===== config.mk =====
export PLATFORM = sky130hd
export DESIGN_NAME = input_event_click_tracker_top_flat
export DESIGN_NICKNAME = d
export VERILOG_FILES = /design/src/hw/rtl/ietk_pkg.sv /design/src/hw/rtl/ietk_if.sv /design/src/hw/rtl/ietk_key_map.sv /design/src/hw/rtl/input_event_click_tracker_top.sv /design/src/flat_wrapper.sv
export SDC_FILE = /design/constraint.sdc
export NUM_CORES = 1
export LEC_CHECK = 0
export BUFFER_PORTS_ARGS = -buffer_cell sky130_fd_sc_hd__buf_4
export CORE_MARGIN = 5
export CORE_UTILIZATION = 65
export CTS_CLUSTER_SIZE = 10
export DETAILED_ROUTE_END_ITERATION = 8
export PLACE_DENSITY_LB_ADDON = 0.1
export SLEW_MARGIN = 20
export SYNTH_ARGS = -nofsm -noshare
export SYNTH_HDL_FRONTEND = slang
export SYNTH_HIERARCHICAL = 1
export SYNTH_SLANG_ARGS = --single-unit

===== constraint.sdc =====
create_clock -name clk -period 51.4 [get_ports clk]
set_input_delay 5.14 -clock clk [delete_from_list [all_inputs] [get_ports clk]]
set_output_delay 5.14 -clock clk [all_outputs]
set_load 0.01 [all_outputs]

===== src/hw/rtl/ietk_pkg.sv =====
// ----------------------------------------------------------------------------
// ietk_pkg
// Shared types and codes for the input event click tracker.
// ----------------------------------------------------------------------------
package ietk_pkg;

	typedef logic [2:0] action_t;
	typedef logic [7:0] key_code_t;
	typedef logic [2:0] button_t;
	typedef logic signed [15:0] coord_t;
	typedef logic [1:0] click_count_t;
	typedef logic [4:0] flags_t;
	typedef logic [15:0] timeout_t;

	// event codes
	localparam action_t ACT_KEY_DOWN = 3'd0;
	localparam action_t ACT_KEY_UP   = 3'd1;
	localparam action_t ACT_BTN_DOWN = 3'd2;
	localparam action_t ACT_BTN_UP   = 3'd3;
	localparam action_t ACT_WHEEL    = 3'd4;
	localparam action_t ACT_MOVE     = 3'd5;
	localparam action_t ACT_FRAME    = 3'd6;
	localparam action_t ACT_TICK     = 3'd7;

	localparam int BUTTON_SLOTS = 6;
	localparam int FLAG_BITS = 5;
	localparam button_t BTN_NONE = 3'd0;
	localparam button_t BTN_LAST = 3'd5;
	localparam click_count_t COUNT_LIMIT = 2'd3;
	localparam click_count_t COUNT_FIRST = 2'd1;
	localparam click_count_t COUNT_SECOND = 2'd2;
	localparam key_code_t KEY_NONE = 8'd0;
	localparam timeout_t TIMEOUT_RESET = 16'd300;

	// key map request, one per accepted transaction
	typedef struct packed {
		logic      en;
		action_t   action;
		key_code_t key_code;
	} key_req_t;

endpackage


===== src/hw/rtl/ietk_if.sv =====
// ----------------------------------------------------------------------------
// ietk_if
// Valid/ready channels for input events and tracker results.
// ----------------------------------------------------------------------------
interface ietk_evt_if;
	import ietk_pkg::*;

	logic      valid;
	logic      ready;
	action_t   action;
	key_code_t key_code;
	button_t   button;
	coord_t    wheel_delta;
	coord_t    pointer_x_in;
	coord_t    pointer_y_in;

	modport source (
		output valid, action, key_code, button, wheel_delta, pointer_x_in, pointer_y_in,
		input  ready
	);
	modport sink (
		input  valid, action, key_code, button, wheel_delta, pointer_x_in, pointer_y_in,
		output ready
	);
endinterface

interface ietk_res_if;
	import ietk_pkg::*;

	logic      valid;
	logic      ready;
	logic      key_state;
	flags_t    single_click_flags;
	flags_t    double_click_flags;
	logic      wheel_plus;
	logic      wheel_minus;
	coord_t    pointer_x;
	coord_t    pointer_y;
	key_code_t first_key;
	button_t   first_button;

	modport source (
		output valid, key_state, single_click_flags, double_click_flags, wheel_plus,
		       wheel_minus, pointer_x, pointer_y, first_key, first_button,
		input  ready
	);
	modport sink (
		input  valid, key_state, single_click_flags, double_click_flags, wheel_plus,
		       wheel_minus, pointer_x, pointer_y, first_key, first_button,
		output ready
	);
endinterface


===== src/hw/rtl/ietk_key_map.sv =====
// ----------------------------------------------------------------------------
// ietk_key_map
// Pressed bit per key in a one-bit-wide memory, cleared by a sweep after reset.
// ----------------------------------------------------------------------------
module ietk_key_map #(
	parameter int KEY_COUNT = 256
) (
	input  logic              clk,
	input  logic              arst_n,
	input  ietk_pkg::key_req_t req,
	output logic              key_bit,
	output logic              ready
);
	import ietk_pkg::*;

	localparam int KEY_AW = (KEY_COUNT > 1) ? $clog2(KEY_COUNT) : 1;
	localparam int EXT_W  = (KEY_AW > 8) ? KEY_AW : 8;

	logic              mem [KEY_COUNT];
	logic [KEY_AW-1:0] clr_idx_q;
	logic              clearing_q;
	logic [EXT_W-1:0]  key_ext;
	logic [KEY_AW-1:0] addr;
	logic              key_ok;
	logic              wr_en;
	logic [KEY_AW-1:0] wr_addr;
	logic              wr_data;

	assign key_ext = EXT_W'(req.key_code);
	assign addr    = key_ext[KEY_AW-1:0];
	assign key_ok  = 32'(req.key_code) < 32'(KEY_COUNT);
	assign ready   = !clearing_q;

	always_comb begin
		if (clearing_q) begin
			wr_en   = 1'b1;
			wr_addr = clr_idx_q;
			wr_data = 1'b0;
		end else begin
			wr_en   = req.en && key_ok &&
			          (req.action == ACT_KEY_DOWN || req.action == ACT_KEY_UP);
			wr_addr = addr;
			wr_data = (req.action == ACT_KEY_DOWN);
		end
	end

	// clearing sweep, one entry a cycle
	always_ff @(posedge clk or negedge arst_n) begin
		if (!arst_n) begin
			clearing_q <= 1'b1;
			clr_idx_q  <= '0;
		end else if (clearing_q) begin
			if (clr_idx_q == KEY_AW'(KEY_COUNT - 1)) begin
				clearing_q <= 1'b0;
			end else begin
				clr_idx_q <= clr_idx_q + 1'b1;
			end
		end
	end

	// read returns the value before this edge's write
	always_ff @(posedge clk) begin
		if (wr_en) begin
			mem[wr_addr] <= wr_data;
		end
		if (req.en && key_ok) begin
			key_bit <= mem[addr];
		end
	end

endmodule


===== src/hw/rtl/input_event_click_tracker_top.sv =====
// ----------------------------------------------------------------------------
// input_event_click_tracker_top
// Keyboard and mouse event tracker with per-button multi-click detection.
// ----------------------------------------------------------------------------
//
//  channel  direction  handshake        payload
//  evt      in         valid / ready    action, key_code, button, wheel_delta,
//                                       pointer_x_in, pointer_y_in
//  res      out        valid / ready    key_state, click flags, wheel signs,
//                                       pointer, first key, first button
//  cfg      in         cfg_we           cfg_wdata = click_timeout_ticks
//
//  one transaction a cycle sustained while res.ready is high; the input register takes the event at
//  its accepting edge and the result register is loaded from it as it advances
//  after reset the key memory is cleared one entry a cycle with evt.ready low,
//  configuration writes still taken
//  a stalled result holds the result register; the input register keeps
//  accepting until it is full as well
//
module input_event_click_tracker_top #(
	parameter int KEY_COUNT  = 256,
	parameter int TIMER_BITS = 16
) (
	input  logic                clk,
	input  logic                arst_n,
	input  logic                cfg_we,
	input  ietk_pkg::timeout_t  cfg_wdata,
	ietk_evt_if.sink            evt,
	ietk_res_if.source          res
);
	import ietk_pkg::*;

	typedef logic [TIMER_BITS-1:0] timer_t;

	// configuration
	timeout_t     timeout_q;

	// input register
	logic         valid_s1;
	action_t      action_s1;
	key_code_t    key_code_s1;
	button_t      button_s1;
	coord_t       wheel_delta_s1;
	coord_t       pointer_x_in_s1;
	coord_t       pointer_y_in_s1;

	// tracker state
	logic         pressed_q [BUTTON_SLOTS];
	click_count_t count_q   [BUTTON_SLOTS];
	timer_t       since_q   [BUTTON_SLOTS];
	coord_t       wheel_q;
	coord_t       pointer_x_q;
	coord_t       pointer_y_q;
	key_code_t    first_key_q;
	button_t      first_button_q;

	// next state
	logic         pressed_nxt [BUTTON_SLOTS];
	click_count_t count_nxt   [BUTTON_SLOTS];
	timer_t       since_nxt   [BUTTON_SLOTS];
	coord_t       wheel_nxt;
	coord_t       pointer_x_nxt;
	coord_t       pointer_y_nxt;
	key_code_t    first_key_nxt;
	button_t      first_button_nxt;
	flags_t       single_nxt;
	flags_t       double_nxt;
	logic         key_state_nxt;

	// result register
	logic         res_valid_q;
	logic         key_state_q;
	flags_t       single_q;
	flags_t       double_q;
	logic         wheel_plus_q;
	logic         wheel_minus_q;
	coord_t       res_pointer_x_q;
	coord_t       res_pointer_y_q;
	key_code_t    res_first_key_q;
	button_t      res_first_button_q;

	logic         evt_fire;
	logic         s1_adv;
	logic         key_ok_s1;
	logic         btn_ok_s1;
	logic         key_bit;
	logic         map_ready;
	logic         held_zero_count;
	key_req_t     key_req;

	// handshake: result register drains, input register refills in the same cycle
	assign s1_adv    = valid_s1 && (!res_valid_q || res.ready);
	assign evt.ready = map_ready && (!valid_s1 || s1_adv);
	assign evt_fire  = evt.valid && evt.ready;

	// key map is read and written as the transaction is taken
	assign key_req.en       = evt_fire;
	assign key_req.action   = evt.action;
	assign key_req.key_code = evt.key_code;

	ietk_key_map #(
		.KEY_COUNT(KEY_COUNT)
	) u_key_map (
		.clk    (clk),
		.arst_n (arst_n),
		.req    (key_req),
		.key_bit(key_bit),
		.ready  (map_ready)
	);

	always_ff @(posedge clk or negedge arst_n) begin
		if (!arst_n) begin
			timeout_q <= TIMEOUT_RESET;
		end else if (cfg_we) begin
			timeout_q <= cfg_wdata;
		end
	end

	// input register
	always_ff @(posedge clk or negedge arst_n) begin
		if (!arst_n) begin
			valid_s1 <= 1'b0;
		end else if (evt_fire) begin
			valid_s1 <= 1'b1;
		end else if (s1_adv) begin
			valid_s1 <= 1'b0;
		end
	end

	always_ff @(posedge clk) begin
		if (evt_fire) begin
			action_s1       <= evt.action;
			key_code_s1     <= evt.key_code;
			button_s1       <= evt.button;
			wheel_delta_s1  <= evt.wheel_delta;
			pointer_x_in_s1 <= evt.pointer_x_in;
			pointer_y_in_s1 <= evt.pointer_y_in;
		end
	end

	assign key_ok_s1 = 32'(key_code_s1) < 32'(KEY_COUNT);
	assign btn_ok_s1 = button_s1 <= BTN_LAST;

	// state update for the transaction in the input register
	always_comb begin
		pressed_nxt      = pressed_q;
		count_nxt        = count_q;
		since_nxt        = since_q;
		wheel_nxt        = wheel_q;
		pointer_x_nxt    = pointer_x_q;
		pointer_y_nxt    = pointer_y_q;
		first_key_nxt    = first_key_q;
		first_button_nxt = first_button_q;
		single_nxt       = '0;
		double_nxt       = '0;
		key_state_nxt    = 1'b0;

		case (action_s1)
			ACT_KEY_DOWN: begin
				if (key_ok_s1 && first_key_q == KEY_NONE) begin
					first_key_nxt = key_code_s1;
				end
			end
			ACT_KEY_UP: begin
				if (key_ok_s1 && first_key_q == key_code_s1) begin
					first_key_nxt = KEY_NONE;
				end
			end
			ACT_BTN_DOWN: begin
				if (btn_ok_s1) begin
					for (int i = 0; i < BUTTON_SLOTS; i++) begin
						if (button_s1 == 3'(i)) begin
							pressed_nxt[i] = 1'b1;
							// restart after a timeout or past a triple click
							if (32'(since_q[i]) > 32'(timeout_q) || count_q[i] == COUNT_LIMIT) begin
								count_nxt[i] = COUNT_FIRST;
							end else begin
								count_nxt[i] = count_q[i] + 1'b1;
							end
							since_nxt[i] = '0;
						end
					end
					if (first_button_q == BTN_NONE) begin
						first_button_nxt = button_s1;
					end
				end
			end
			ACT_BTN_UP: begin
				if (btn_ok_s1) begin
					for (int i = 0; i < BUTTON_SLOTS; i++) begin
						if (button_s1 == 3'(i)) begin
							pressed_nxt[i] = 1'b0;
						end
					end
					if (button_s1 != BTN_NONE && first_button_q == button_s1) begin
						first_button_nxt = BTN_NONE;
					end
				end
			end
			ACT_WHEEL: begin
				wheel_nxt = wheel_delta_s1;
			end
			ACT_MOVE: begin
				pointer_x_nxt = pointer_x_in_s1;
				pointer_y_nxt = pointer_y_in_s1;
			end
			ACT_FRAME: begin
				wheel_nxt = '0;
			end
			ACT_TICK: begin
				// saturating elapsed timers
				for (int i = 0; i < BUTTON_SLOTS; i++) begin
					if (since_q[i] != '1) begin
						since_nxt[i] = since_q[i] + 1'b1;
					end
				end
			end
			default: begin
			end
		endcase

		// button none shows in no flag
		for (int i = 1; i < BUTTON_SLOTS; i++) begin
			single_nxt[i-1] = pressed_nxt[i] && count_nxt[i] == COUNT_FIRST;
			double_nxt[i-1] = pressed_nxt[i] && count_nxt[i] == COUNT_SECOND;
		end

		// own key write wins over the map read taken at the same edge
		if (!key_ok_s1) begin
			key_state_nxt = 1'b0;
		end else if (action_s1 == ACT_KEY_DOWN) begin
			key_state_nxt = 1'b1;
		end else if (action_s1 == ACT_KEY_UP) begin
			key_state_nxt = 1'b0;
		end else begin
			key_state_nxt = key_bit;
		end
	end

	// tracker state commits as the transaction moves to the result register
	always_ff @(posedge clk or negedge arst_n) begin
		if (!arst_n) begin
			for (int i = 0; i < BUTTON_SLOTS; i++) begin
				pressed_q[i] <= 1'b0;
				count_q[i]   <= '0;
				since_q[i]   <= '0;
			end
			wheel_q        <= '0;
			pointer_x_q    <= '0;
			pointer_y_q    <= '0;
			first_key_q    <= KEY_NONE;
			first_button_q <= BTN_NONE;
		end else if (s1_adv) begin
			pressed_q      <= pressed_nxt;
			count_q        <= count_nxt;
			since_q        <= since_nxt;
			wheel_q        <= wheel_nxt;
			pointer_x_q    <= pointer_x_nxt;
			pointer_y_q    <= pointer_y_nxt;
			first_key_q    <= first_key_nxt;
			first_button_q <= first_button_nxt;
		end
	end

	// result register
	always_ff @(posedge clk or negedge arst_n) begin
		if (!arst_n) begin
			res_valid_q <= 1'b0;
		end else if (s1_adv) begin
			res_valid_q <= 1'b1;
		end else if (res.ready) begin
			res_valid_q <= 1'b0;
		end
	end

	always_ff @(posedge clk) begin
		if (s1_adv) begin
			key_state_q        <= key_state_nxt;
			single_q           <= single_nxt;
			double_q           <= double_nxt;
			wheel_plus_q       <= !wheel_nxt[15] && wheel_nxt != '0;
			wheel_minus_q      <= wheel_nxt[15];
			res_pointer_x_q    <= pointer_x_nxt;
			res_pointer_y_q    <= pointer_y_nxt;
			res_first_key_q    <= first_key_nxt;
			res_first_button_q <= first_button_nxt;
		end
	end

	assign res.valid              = res_valid_q;
	assign res.key_state          = key_state_q;
	assign res.single_click_flags = single_q;
	assign res.double_click_flags = double_q;
	assign res.wheel_plus         = wheel_plus_q;
	assign res.wheel_minus        = wheel_minus_q;
	assign res.pointer_x          = res_pointer_x_q;
	assign res.pointer_y          = res_pointer_y_q;
	assign res.first_key          = res_first_key_q;
	assign res.first_button       = res_first_button_q;

	// a held button always has a running click count
	always_comb begin
		held_zero_count = 1'b0;
		for (int i = 0; i < BUTTON_SLOTS; i++) begin
			if (pressed_q[i] && count_q[i] == '0) begin
				held_zero_count = 1'b1;
			end
		end
	end

	a_no_accept_while_clearing: assert property (@(posedge clk) disable iff (!arst_n)
		!map_ready |-> !evt.ready)
		else $error("event taken during key map clear");

	a_adv_fills_result: assert property (@(posedge clk) disable iff (!arst_n)
		s1_adv |=> res_valid_q)
		else $error("result register not loaded after advance");

	a_held_has_count: assert property (@(posedge clk) disable iff (!arst_n)
		!held_zero_count)
		else $error("held button with zero click count");

	a_first_button_range: assert property (@(posedge clk) disable iff (!arst_n)
		first_button_q <= BTN_LAST)
		else $error("first button latch out of range");

	a_state_frozen_on_stall: assert property (@(posedge clk) disable iff (!arst_n)
		!s1_adv |=> $stable(first_key_q) && $stable(wheel_q))
		else $error("tracker state moved without an advance");

endmodule

===== src/flat_wrapper.sv =====
// flat-port wrapper written by rule: the top's interface ports become plain ports
module input_event_click_tracker_top_flat import ietk_pkg::*;
#(
	parameter int KEY_COUNT  = 256,
	parameter int TIMER_BITS = 16
)
  (clk, arst_n, cfg_we, cfg_wdata, evt_valid, evt_action, evt_key_code, evt_button, evt_wheel_delta, evt_pointer_x_in, evt_pointer_y_in, evt_ready, res_valid, res_key_state, res_single_click_flags, res_double_click_flags, res_wheel_plus, res_wheel_minus, res_pointer_x, res_pointer_y, res_first_key, res_first_button, res_ready);
  ietk_evt_if evt_i ();
  ietk_res_if res_i ();
  input  logic clk;
  input  logic arst_n;
  input  logic cfg_we;
  input  ietk_pkg::timeout_t cfg_wdata;
  input wire logic [$bits(evt_i.valid)-1:0] evt_valid;
  input wire logic [$bits(evt_i.action)-1:0] evt_action;
  input wire logic [$bits(evt_i.key_code)-1:0] evt_key_code;
  input wire logic [$bits(evt_i.button)-1:0] evt_button;
  input wire logic [$bits(evt_i.wheel_delta)-1:0] evt_wheel_delta;
  input wire logic [$bits(evt_i.pointer_x_in)-1:0] evt_pointer_x_in;
  input wire logic [$bits(evt_i.pointer_y_in)-1:0] evt_pointer_y_in;
  output wire logic [$bits(evt_i.ready)-1:0] evt_ready;
  output wire logic [$bits(res_i.valid)-1:0] res_valid;
  output wire logic [$bits(res_i.key_state)-1:0] res_key_state;
  output wire logic [$bits(res_i.single_click_flags)-1:0] res_single_click_flags;
  output wire logic [$bits(res_i.double_click_flags)-1:0] res_double_click_flags;
  output wire logic [$bits(res_i.wheel_plus)-1:0] res_wheel_plus;
  output wire logic [$bits(res_i.wheel_minus)-1:0] res_wheel_minus;
  output wire logic [$bits(res_i.pointer_x)-1:0] res_pointer_x;
  output wire logic [$bits(res_i.pointer_y)-1:0] res_pointer_y;
  output wire logic [$bits(res_i.first_key)-1:0] res_first_key;
  output wire logic [$bits(res_i.first_button)-1:0] res_first_button;
  input wire logic [$bits(res_i.ready)-1:0] res_ready;
  assign evt_i.valid = evt_valid;
  assign evt_i.action = evt_action;
  assign evt_i.key_code = evt_key_code;
  assign evt_i.button = evt_button;
  assign evt_i.wheel_delta = evt_wheel_delta;
  assign evt_i.pointer_x_in = evt_pointer_x_in;
  assign evt_i.pointer_y_in = evt_pointer_y_in;
  assign evt_ready = evt_i.ready;
  assign res_valid = res_i.valid;
  assign res_key_state = res_i.key_state;
  assign res_single_click_flags = res_i.single_click_flags;
  assign res_double_click_flags = res_i.double_click_flags;
  assign res_wheel_plus = res_i.wheel_plus;
  assign res_wheel_minus = res_i.wheel_minus;
  assign res_pointer_x = res_i.pointer_x;
  assign res_pointer_y = res_i.pointer_y;
  assign res_first_key = res_i.first_key;
  assign res_first_button = res_i.first_button;
  assign res_i.ready = res_ready;
  input_event_click_tracker_top #(.KEY_COUNT(KEY_COUNT), .TIMER_BITS(TIMER_BITS)) u_core (.clk(clk), .arst_n(arst_n), .cfg_we(cfg_we), .cfg_wdata(cfg_wdata), .evt(evt_i), .res(res_i));
endmodule

# == Yosys cells after proc, flatten, opt, wreduce, memory -nomap -nowiden ==
# Memory sizes are Yosys's and may differ from the RTL's. A register that Yosys moved wholly into a read port is not among the register bits.
# Cells that the tools add are included.
# Widths: inputs -> output; s select.
# word_totals
ff_bits,315
mem_bits_rw,256
in_bits,83
output_inout_bits,58
word_cells,218
mem_count,1
# op_classes
add_sub_neg,12
magnitude_cmp,6
n_eq_ne,50
muxes,62
bitwise_logic,1
n_reduce_logical,45
# mem_list
memory,depth,word_bits,rd,rd_clocked_by_memory_dff,write_ports,line,rtl
u_core.u_key_map.mem,256,1,1,1,1,ietk_key_map.sv:19,logic mem [KEY_COUNT];
# op_table
cell,n
$mux 16,14
$pmux 96 s2,1
$add 16x1->16 const B,6
$mux 96,1
$ne 16x16->1 const B,6
$gt 16x16->1,5
$pmux 16 s2,1
$reduce_and 5->1,6
$ne 2x1->1 const B,13
$mux 8,3
$mux 1,21
$eq 2x2->1 const B,10
$mux 10,2
$mux 2,10
$eq 3x3->1 const B,6
$logic_and 1x1->1,16
$pmux 8 s2,1
$reduce_bool 16->1,1
$eq 3x2->1 const B,4
$logic_not 3->1,4
$mux 3,4
$add 2x1->2 const B,5
$eq 2x1->1 const B,5
$mux 5,2
15 further kinds,29

# == Depth between registers and ports, before layout ==
# Gate-level depths: netlist (run 1).
# logic_depth
word_depth,10
depth_mapped,10
depth_no_buf,8

# == By module ==
# The synthesis (run 1) kept the hierarchy.
# by_module_without_submodules
mod,instances,cells_per_inst,area_each_um2,seq_area_each_um2
input_event_click_tracker_top,1,1353,14396.3,7852.5
ietk_key_map,1,885,11922.7,7943.9

# == Worst setup path before layout (run 1) ==
# OpenSTA, ideal clock, no wires.
# synth_timing
path_kind,in2reg
from,in evt_action[1]
to,mem u_core.u_key_map.mem[0] (data pin)
setup_ns,2.876
t_arrival_ns,18.889
t_required_ns,48.524
setup_slack_ns,29.635
cell_stages,1
path_buffers,0
cell_sequence,nor4_1
# synth_between
elab_chain_cells,2
# synth_rtl
element,line,rtl
from (decl),flat_wrapper.sv:15,input wire logic [$bits(evt_i.action)-1:0] evt_action;
$logic_not 3->1,ietk_key_map.sv:43,wr_data = (req.action == ACT_KEY_DOWN);
$mux 1,ietk_key_map.sv:35,if (clearing_q) begin
to (decl),ietk_key_map.sv:19,
# Every way passes these cells.

# == Worst setup path in the final report (run 1) ==
# layout_timing
from,in res_ready
to,out evt_ready
# layout_between
elab_chain_cells,4
# layout_rtl
element,line,rtl
from (decl),flat_wrapper.sv:32,input wire logic [$bits(res_i.ready)-1:0] res_ready;
$logic_or 1x1->1,input_event_click_tracker_top.sv:92,assign s1_adv = valid_s1 && (!res_valid_q || res.ready);
$logic_and 1x1->1,input_event_click_tracker_top.sv:92,
$logic_or 1x1->1,input_event_click_tracker_top.sv:93,assign evt.ready = map_ready && (!valid_s1 || s1_adv);
$logic_and 1x1->1,input_event_click_tracker_top.sv:93,
to (decl),flat_wrapper.sv:21,output wire logic [$bits(evt_i.ready)-1:0] evt_ready;
# Every way passes these cells.

==> results of run 1 <==
[sequential cells by signal, indices dropped and copies added, names as in the netlist, 10 cells and up]
name                    count
u_core/u_key_map/mem      256
u_core/since_q             80
u_core/pointer_x_in_s1     16
u_core/pointer_x_q         16
u_core/pointer_y_in_s1     16
u_core/pointer_y_q         16
u_core/res.pointer_x       16
u_core/res.pointer_y       16
u_core/timeout_q           16
u_core/wheel_delta_s1      16
u_core/wheel_q             16
u_core/count_q             10
[worst max-delay path, delay by kind of cell]
kind	cells	cell delay (ns)
AO/OA/AOI/OAI	1	0.32
buffers and inverters	2	0.37
AND/OR/NAND/NOR	1	0.31
[metal layers]
layer  vias up  wire (um)  track usage, %  part of all wire (%)
met5         -          0               0                     0
met4         0       2660            11.9                   4.2
met3       182       4380            4.99                   7.0
met2       738      31700            47.6                    50
met1      9095      24100            35.5                    38
li1       8376          -               -                     -
[metrics by stage]
| step | instance area, sq um | worst slack [ns] |
|---|---|---|
| final | 29600 | 40.12 |
| after global routing | 29600 | 40.04 |
| after CTS | 29500 | 40.13 |
| after detailed placement | 27600 | 40.14 |
| after global placement | 27600 | 40.12 |
| after floorplan | 26300 | 29.63 |
[logic make-up (layout without fill, tap and decap cells)]
| logic type | count (synthesis) | after routing | share of synthesized area [%] |
|---|---|---|---|
| compound gates | 320 | 320 | 7.95 |
| xor+xnor | 52 | 52 | 1.73 |
| fa+ha+maj | 91 | 91 | 4.33 |
| buf+inv | 157 | 307 | 2.68 |
| flops | 556 | 556 | 60.0 |
| mux | 137 | 137 | 7.40 |
| simple gates | 925 | 925 | 15.9 |
[worst paths after layout]
check	cells past startpoint	slack, ns	to	start
hold reg to reg	2	0.47	u_core/pointer_x_q[10]	u_core/pointer_x_q[10]
max in group asynchronous	2	45.27	u_core/since_q[34]	arst_n
setup reg to reg	7	46.97	u_core/u_key_map/mem[228]	u_core/u_key_map/clearing_q
min in group asynchronous	1	4.66	u_core/since_q[9]	arst_n
setup / recovery	4	40.12	evt_ready	res_ready
hold / removal	2	0.47	u_core/pointer_x_q[10]	u_core/pointer_x_q[10]
[cell usage after synthesis (7+ instances only)]
master | number | area, sq um
and2_1 | 9 | 56.3
mux2_1 | 9 | 101
nor2_1 | 365 | 1370
and4_1 | 9 | 78.8
mux4_2 | 33 | 743
nor2b_1 | 9 | 56.3
ha_1 | 91 | 1140
o21ai_0 | 100 | 500
mux4_1 | 7 | 184
buf_2 | 29 | 145
inv_1 | 47 | 176
nor3_1 | 29 | 145
mux2i_1 | 60 | 601
buf_1 | 9 | 33.8
a31oi_1 | 10 | 62.6
nor4_1 | 24 | 150
xor2_1 | 19 | 166
nand3_1 | 70 | 350
mux2_2 | 27 | 304
nand4_1 | 39 | 244
or3_1 | 13 | 81.3
xnor2_1 | 33 | 289
o31ai_1 | 16 | 120
o22ai_1 | 26 | 163
a21oi_1 | 67 | 335
edfxtp_1 | 375 | 11300
nand2_1 | 275 | 1030
a21o_1 | 16 | 120
clkbuf_1 | 59 | 221
nand2b_1 | 27 | 169
a22o_1 | 9 | 78.8
dfrtp_1 | 176 | 4400
and3_1 | 17 | 106
[layout make-up]
cell class              count  area [sq um]  area share [%]
multi-input cells        1525          9850            33.3
clock buffers             101          1870            6.31
well taps                 525           657            2.22
clock inverters             5          62.6           0.212
repair buffers            153          1160            3.92
inverters                  48           183           0.618
flip-flops and latches    556         15800            53.4
[power groups by stage]
stage / sequential (mW) / clock, mW / combinational, mW
floorplan: 0.555 / 0 / 0.0803
global placement: 0.553 / 0 / 0.125
detailed placement: 0.555 / 0 / 0.131
CTS: 0.548 / 0.430 / 0.133
global route: 0.552 / 0.450 / 0.148
finish: 0.548 / 0.422 / 0.133
[cell usage in the layout (no fill, tap or decap), types with 67 or more instances in the layout]
master     synthesis  layout
a21oi_1           67      67
buf_4              5     151
clkbuf_16          0      69
dfrtp_1          176     176
edfxtp_1         375     375
ha_1              91      91
nand2_1          275     274
nand3_1           70      70
nor2_1           365     365
o21ai_0          100     100
==> results by group, run 1 <==
Global routing
  – Initial antenna violation count: 0
  – Vias in the first global route: 18.5k
  – Gr ovfl total: 0
  – First-pass GRT wire length: 98200 um
  – All-Layer GR Usage: 27.9%
  – Largest net degree at the start of global routing: roughly 140

Clock network
  – Bufs on Longest Clock Path: 3
  – Clk_lat worst skew: 0.58 ns
  – Root buffer cell: clkbuf_16
  – H-Tree Depth: 3
  – Hold Buf Count CTS: 0
  – CTS tree: done
  – Clk pin slew, worst setup/hold paths: about 0.050 ns
  – Post-CTS sizing: 0
  – # Post-CTS Setup Buffers: 0
  – Sink Count: 556
  – CTS Buf Count: 66

Layout
  – Non-filler instance count after layout: 2913
  – Area grow syn2layout: 12.4%
  – Nets@finish: between 2k and 3k
  – Final core occ: 74.1%
  – Antenna cells: 0
  – Share of cells above drive strength 1: 14.2%
  – Fill count: about 2.6k

Yosys
  – Cells after Synth: 2238
  – Netlist cell types: 89
  – EDFF count, synth: 375
  – Avg Cell Area, Syn: between 10 and 15 sq um
  – Cell area after synthesis: roughly 26000 sq um
  – Async set-reset flop share out of synthesis: 32.6%
  – Total of warnings raised by yosys: 6
  – #FFs+latches synth: around 560
  – Seq/Total Area, Yosys: 60.0%
  – Main synth FF type: edfxtp_1
  – Synthesized net count: 2412

Floorplan
  – Initial Util: 65.9%
  – Row count: 73
  – Die area: 44600 sq um
  – Core area: ~40000 sq um
  – Ports: around 140
  – Die height: between 200 and 250 um
  – Die W: 211 um

Power
  – Power, Total: 1.10 mW
  – PwrDens: roughly 37 nW/um^2
  – Net Sw Power: ~280 uW
  – Sw Ratio: 25.0%
  – P_int: 827 uW
  – Clk pwr share: 38.2%
  – Combinational power share: 12.1%
  – Leakage: 11.4 nW
  – Maximum VDD drop: ~0.027 mV
  – Sequential power share: 49.7%

Placed design
  – Routability Congestion: about 0.89
  – DP HPWL: between 30000 and 40000 um
  – I/O Buffers: 140
  – Placed instance count: 2807

Critical path
  – Slowest stage delay, CP: between 0.3 and 0.4 ns
  – Worst-path cell chain: buf_4 -> nor2b_1 -> a21boi_0 -> buf_4
  – Startpoint types: input pin
  – CP Max Fanout: 4
  – Crit-path slowest cell: a21boi_0
  – Worst endpoint data arrival time: approximately 6 ns
  – Critical Path RT: 46.26 ns
  – CP Class: input pin to output pin
  – Cell mode on critical path: buf_4
  – Setup crit end kind: output pin

STA
  – Min cycle time layout: around 11 ns
  – Slew margin rel.: 31.1%
  – RSZ-0062 raised after global routing: no
  – Setup-failing EPs final: 0
  – Fmax achieved: 88.7 MHz
  – Tcrit/Tclk final: 21.9%
  – Fin Setup TNS: 0 ns
  – Hold Slack: approximately 0.47 ns
  – Setup Skew: 0.0139 ns
  – Fin. Hold Viols: 0
  – Actual slew at the worst max-slew pin: 1.03 ns
  – Fin. max-slew vios: 0

Drt
  – DRT Wirelength: 62800 um
  – Vias per cell: 6.31
  – DRT Pass-1 Iters: 6
  – Post-DRT Antenna Nets: 0
  – DRC: 0
  – Routed wire length per instance: 21.6 um
  – Via count: ~18k
  – Starting DRT DRC Count: 1913

Job
  – Max Cap Viol: 0

Worst hold path
  – Hold Path Class: flop to flop

Status
  – Run status: finished clean
Note: power is estimated with default switching activity, not from simulation.
==> run 2, diff against run 1 <==
--- a/config.mk
+++ b/config.mk
@@ -5,9 +5,10 @@
 export SDC_FILE = /design/constraint.sdc
 export NUM_CORES = 1
 export LEC_CHECK = 0
+export ABC_AREA = 1
 export BUFFER_PORTS_ARGS = -buffer_cell sky130_fd_sc_hd__buf_4
 export CORE_MARGIN = 5
-export CORE_UTILIZATION = 65
+export CORE_UTILIZATION = 56
 export CTS_CLUSTER_SIZE = 10
 export DETAILED_ROUTE_END_ITERATION = 8
 export PLACE_DENSITY_LB_ADDON = 0.1
==> constraint.sdc (replaced) <==
create_clock -name clk -period 9.4 [get_ports clk]
set_input_delay 0.94 -clock clk [delete_from_list [all_inputs] [get_ports clk]]
set_output_delay 0.94 -clock clk [all_outputs]
set_load 0.01 [all_outputs]
==> results by group, run 2 <==
Status
  – Run status: finished clean

Layout
  – Largest reg by FF count: u_core/u_key_map/mem
  – Max FFs per register: 256
  – Final core occ: 63.4%
  – Most frequent cells in the layout: 726 x nand2_1, 434 x nor2_1, 375 x edfxtp_1
  – Most common cell after layout, fill and taps aside: nand2_1
  – Nets@finish: 3289
  – Area grow syn2layout: 11.8%
  – Antenna cells: 0
  – Largest registers: u_core/u_key_map/mem (256), u_core/since_q (80)
  – Share of cells above drive strength 1: 9.78%

Drt
  – Via count: 21.4k
  – DRT Wirelength: 68300 um
  – Routed wire length per instance: 17.9 um
  – Post-DRT Antenna Nets: 0
  – DRT Pass-1 Iters: 6
  – Vias per cell: approximately 5.6
  – DRC: 0
  – Starting DRT DRC Count: 2015

Floorplan
  – Initial Util: a little under three fifths
  – Core area: 49000 sq um
  – Die area: roughly 54000 sq um
  – Ports: 141
  – Row count: 81
  – Die W: 233 um
  – Die height: 233 um

STA
  – Tcrit/Tclk final: between 30 and 40%
  – RSZ-0062 raised after global routing: no
  – Fin. max-slew vios: 0
  – Actual slew at the worst max-slew pin: 1.07 ns
  – Hold Slack: 0.473 ns
  – Setup-failing EPs final: 0
  – Fin. Hold Viols: 0
  – Fmax achieved: 291 MHz
  – Fin Setup TNS: 0 ns
  – Final WS setup: between 5 and 6 ns
  – Setup Skew: 0.0217 ns
  – Min cycle time layout: 3.44 ns
  – Slew margin rel.: around 28%

Critical path
  – Crit-path slowest cell: clkinv_2
  – CP Max Fanout: between 70 and 80
  – Top delay family on crit path: buffers and inverters
  – Slowest stage delay, CP: 0.74 ns
  – Worst endpoint data arrival time: between 3 and 4 ns
  – Setup crit end kind: flop
  – Crit path from: evt_key_code[0]
  – WP buf/inv: 3
  – Worst-path cell chain: buf_4 -> clkinv_2 -> buf_4 -> nand2_1 -> nand3_1 -> nand3_1 -> nand3_1 -> nand3_1 -> nand2_1 -> nand2_1 -> nand3_1 -> nand3_1 -> nand2_1
  – CP Class: input pin to flop
  – Cell mode on critical path: nand3_1
  – Critical Path RT: 9.75 ns
  – Startpoint types: input pin
  – R2r startpoint: u_core/action_s1[0]

Clock network
  – Post-CTS sizing: 0
  – Clk_lat worst skew: 0.60 ns
  – CTS Buf Count: 67
  – # Post-CTS Setup Buffers: 0
  – Sink Count: about 560
  – Bufs on Longest Clock Path: 3
  – Hold Buf Count CTS: 0
  – Root buffer cell: clkbuf_16
  – CTS tree: done
  – H-Tree Depth: 3
  – Clk pin slew, worst setup/hold paths: 0.06 ns

Yosys
  – Async set-reset flop share out of synthesis: 32.6%
  – Cells after Synth: 3029
  – Main synth FF type: edfxtp_1
  – EDFF count, synth: 375
  – Synthesized net count: 3203
  – Largest cells by area after synthesis: edfxtp_1 41%, dfrtp_1 16%, nand2_1 9.8%
  – Netlist cell types: 50
  – Synth top area share: 40.6%
  – Avg Cell Area, Syn: 9.17 sq um
  – Total of warnings raised by yosys: 6
  – Most frequent cell after synthesis: nand2_1
  – Synth top cells by count: 726 x nand2_1, 435 x nor2_1, 375 x edfxtp_1, 360 x nand3_1, 242 x inv_1
  – Seq/Total Area, Yosys: between 50 and 60%
  – Synth area leader: edfxtp_1
  – #FFs+latches synth: approximately 560
  – Cell area after synthesis: 27800 sq um

Power
  – Maximum VDD drop: 0.177 mV
  – Power, Total: 6.44 mW
  – PwrDens: around 210 nW/um^2
  – Leakage: ~13 nW

Global routing
  – Gr ovfl total: 0
  – Initial antenna violation count: 0
  – Largest net degree at the start of global routing: 142
  – Vias in the first global route: between 20k and 25k
  – First-pass GRT wire length: 109000 um
  – All-Layer GR Usage: 25.1%

Job
  – Max Cap Viol: 0

Worst hold path
  – Hold Path Class: input pin to asynchronous set/reset pin

Placed design
  – Dpl ws: 5.40 ns
  – Routability Congestion: 0.849
  – I/O Buffers: 140
  – DP HPWL: 43200 um
run 2: area by class of cell:
cell class,instances,area [sq um]
Tap cell,664,831
Clock buffer,105,1920
Clock inverter,7,67.6
Inverter,256,972
Fill cell,4052,17900
Multi-Input combinational cell,2080,10300
Sequential cell,556,15800
Timing Repair Buffer,154,1170
run 2: path summary, 6_finish.rpt:
path                                       endpoint  slack, ns  depth (start not counted)
setup / recovery           u_core/u_key_map/key_bit       5.96                         13
hold / removal                   u_core/since_q[25]       0.47                          1
setup reg to reg                 u_core/since_q[34]       6.32                         10
hold reg to reg                   u_core/wheel_q[0]       0.49                          2
max in group asynchronous        u_core/since_q[72]       7.28                          2
min in group clk                  u_core/wheel_q[0]       0.49                          2
run 2: logic make-up (layout without fill, tap and decap cells):
group	after synthesis	after routing	synth area share (%)
xor+xnor	55	55	1.73
fa+ha+maj	91	91	4.10
simple gates	1646	1646	25.3
buf+inv	393	522	6.16
mux	2	2	0.0766
flops	556	556	56.9
compound gates	286	286	5.77
run 2: per-stage QoR:
stage | cells | area (sq um)
after global placement | 3710 | 29000
after global routing | 3822 | 31000
after detailed placement | 3710 | 29000
after floorplan | 3029 | 27800
after CTS | 3822 | 31000
final | 3822 | 31000
run 2: per-layer routing:
metal	wire (um)	vias to the layer above	track usage [%]
li1	-	10300	-
met1	27500	10300	31.7
met2	34800	722	44.2
met3	4120	146	4.08
met4	1880	0	8.03
met5	0	-	0
run 2: report_power, final:
part	internal (mW)	total, mW	switching, mW	leakage [nW]
clock network	1.40	2.37	0.971	0.963
registers	2.90	3.04	0.142	5.61
logic	0.357	1.02	0.662	5.99
==> run 3, diff against run 2 <==
==> constraint.sdc (replaced) <==
create_clock -name clk -period 2.8 [get_ports clk]
set_input_delay 0.28 -clock clk [delete_from_list [all_inputs] [get_ports clk]]
set_output_delay 0.28 -clock clk [all_outputs]
set_load 0.01 [all_outputs]
==> results by group, run 3 (synthesis results as in run 2) <==
Worst hold path
  – Hold Path Class: input pin to flop

Layout
  – Non-filler instance count after layout: 3917
  – Antenna cells: 0
  – Most frequent cells in the layout: 726 x nand2_1, 434 x nor2_1, 375 x edfxtp_1
  – Largest reg by FF count: u_core/u_key_map/mem
  – Area grow syn2layout: 15.3%
  – Share of cells above drive strength 1: 10.1%
  – Nets@finish: around 3.4k
  – Fill count: 3906
  – Most common cell after layout, fill and taps aside: nand2_1
  – Largest registers: u_core/u_key_map/mem (256), u_core/since_q (80)
  – Max FFs per register: 256

Critical path
  – Setup crit end kind: flop
  – Startpoint types: flop
  – Slowest stage delay, CP: 0.54 ns
  – Worst-path cell chain: buf_4 -> nand2_1 -> o21ai_0 -> inv_1 -> nor2_1 -> inv_1 -> nor2_1 -> nand2_1 -> nor2_1
  – R2r setup slk: 0.15 ns
  – CP Class: flop to flop
  – Cell mode on critical path: nor2_1
  – Crit path from: u_core/u_key_map/clearing_q
  – Crit path capture: u_core/u_key_map/mem[124]
  – RR Endpoint: u_core/u_key_map/mem[124]
  – Top delay family on crit path: simple AND/OR/NAND/NOR gates
  – Critical Path RT: 3.09 ns
  – CP Max Fanout: 15
  – Crit-path slowest cell: dfstp_2
  – Critical Path Stages: 9
  – R2R cell count: 9
  – R2r startpoint: u_core/u_key_map/clearing_q
  – WP buf/inv: 3
  – Worst endpoint data arrival time: 2.95 ns

STA
  – Setup Skew: 0.0204 ns
  – Setup-failing EPs final: 0
  – Min cycle time layout: between 2 and 3 ns
  – Fin. max-slew vios: 0
  – Fmax achieved: 377 MHz
  – Fin. Hold Viols: 0
  – Slew margin rel.: around two fifths
  – Final WS setup: 0.148 ns
  – Actual slew at the worst max-slew pin: between 0.8 and 0.9 ns
  – RSZ-0062 raised after global routing: no
  – Tcrit/Tclk final: 94.7%

Drt
  – Vias per cell: approximately 5.6
  – Starting DRT DRC Count: 2381
  – DRT Pass-1 Iters: 6
  – Routed wire length per instance: 18.1 um
  – Via count: about 22k
  – Post-DRT Antenna Nets: 0
  – DRC: 0
  – DRT Wirelength: 71000 um

Power
  – P_int: 15.6 mW
  – Sequential power share: between 40% and 50%
  – Combinational power share: 16.5%
  – Leakage: between 10 and 15 nW
  – PwrDens: a little under 700 nW/um^2
  – Sw Ratio: 27.9%
  – Maximum VDD drop: about 0.56 mV
  – Net Sw Power: slightly above 6 mW
  – Clk pwr share: between 30% and 40%

Floorplan
  – Initial Util: between 50% and 60%
  – Core area: 49000 sq um
  – Die area: 54100 sq um
  – Die height: roughly 230 um
  – Row count: 81
  – Ports: 141
  – Die W: 233 um

Placed design
  – Placed instance count: between 3k and 4k
  – I/O Buffers: 140
  – Routability Congestion: around 0.94
  – Dpl ws: 0.183 ns
  – DP HPWL: 46100 um

Clock network
  – CTS tree: done
  – Root buffer cell: clkbuf_16
  – CTS Buf Count: 67
  – H-Tree Depth: 3
  – Bufs on Longest Clock Path: 3
  – Clk pin slew, worst setup/hold paths: approximately 0.060 ns
  – Clk_lat worst skew: 0.59 ns
  – Sink Count: 556

Global routing
  – First-pass GRT wire length: 113000 um
  – Vias in the first global route: 21.6k
  – Largest net degree at the start of global routing: between 150 and 200
  – All-Layer GR Usage: 26.2%
  – Gr ovfl total: 0
  – Initial antenna violation count: 0

Job
  – Max Cap Viol: 0

Status
  – Run status: finished clean
[run 3: cell type report]
type | instances | area, sq um | share of cell area, %
Tap cell | 664 | 831 | 2.60
Timing Repair Buffer | 248 | 2170 | 6.78
Clock buffer | 103 | 1860 | 5.83
Multi-Input combinational cell | 2080 | 10300 | 32.1
Clock inverter | 10 | 83.8 | 0.262
Inverter | 256 | 975 | 3.05
Sequential cell | 556 | 15800 | 49.4
[run 3: worst min path at each step]
| stage | from | to | slack, ns | depth (start not counted) |
|---|---|---|---|---|
| after floorplan | arst_n | u_core/count_q[0] | -0.02 | 0 |
| final | evt_valid | u_core/valid_s1 | 0.03 | 3 |
| after CTS | evt_valid | u_core/valid_s1 | 0.0008 | 3 |
| after global placement | arst_n | u_core/since_q[29] | 0.36 | 1 |
| after global routing | evt_valid | u_core/valid_s1 | 0.02 | 3 |
| after detailed placement | arst_n | u_core/since_q[29] | 0.36 | 1 |
[run 3: through the flow]
stage	cell area (sq um)	util [%]	hold slack (ns)	total power, mW	TNS (ns)
3_3_place_gp	29300	59.9	0.356	13.6	0
3_5_place_dp	29300	59.9	0.360	13.8	0
4_1_cts	32000	65.4	0.000767	21.8	0
5_1_grt	32000	65.4	0.0227	22.7	0
2_1_floorplan	27800	-	-0.0156	12.5	-830.92
6_report	32000	65.4	0.0265	21.6	0
[run 3: worst reg2reg max path: stages (launching register included)]
cell	delay, ns
dfstp_2	0.54
buf_4	0.21
nand2_1	0.07
o21ai_0	0.19
inv_1	0.11
nor2_1	0.12
inv_1	0.09
nor2_1	0.35
nand2_1	0.42
nor2_1	0.25
[run 3: power groups by stage]
stage / Sequential [mW] / Combinational, mW / Clock, mW
5_1_grt: 10.3 / 4.05 / 8.37
3_5_place_dp: 10.4 / 3.46 / 0
2_1_floorplan: 10.3 / 2.22 / 0
6_report: 10.2 / 3.58 / 7.85
3_3_place_gp: 10.3 / 3.29 / 0
4_1_cts: 10.2 / 3.56 / 8.01
[run 3: layer usage]
metal  part of all wire [%]  up-vias  track usage [%]
met1                     41    10600             34.7
met4                    3.7        0             9.62
li1                       -    10500                -
met5                      0        -                0
met2                     49      745             44.0
met3                    6.2      168             4.16
[run 3: timing repair]
| action | CTS | global route |
|---|---|---|
| hold buffers | 75 | 0 |
| resized for setup | 0 | 0 |
| setup buffers | 0 | 0 |
| hold endpoints to repair | 145 | 0 |
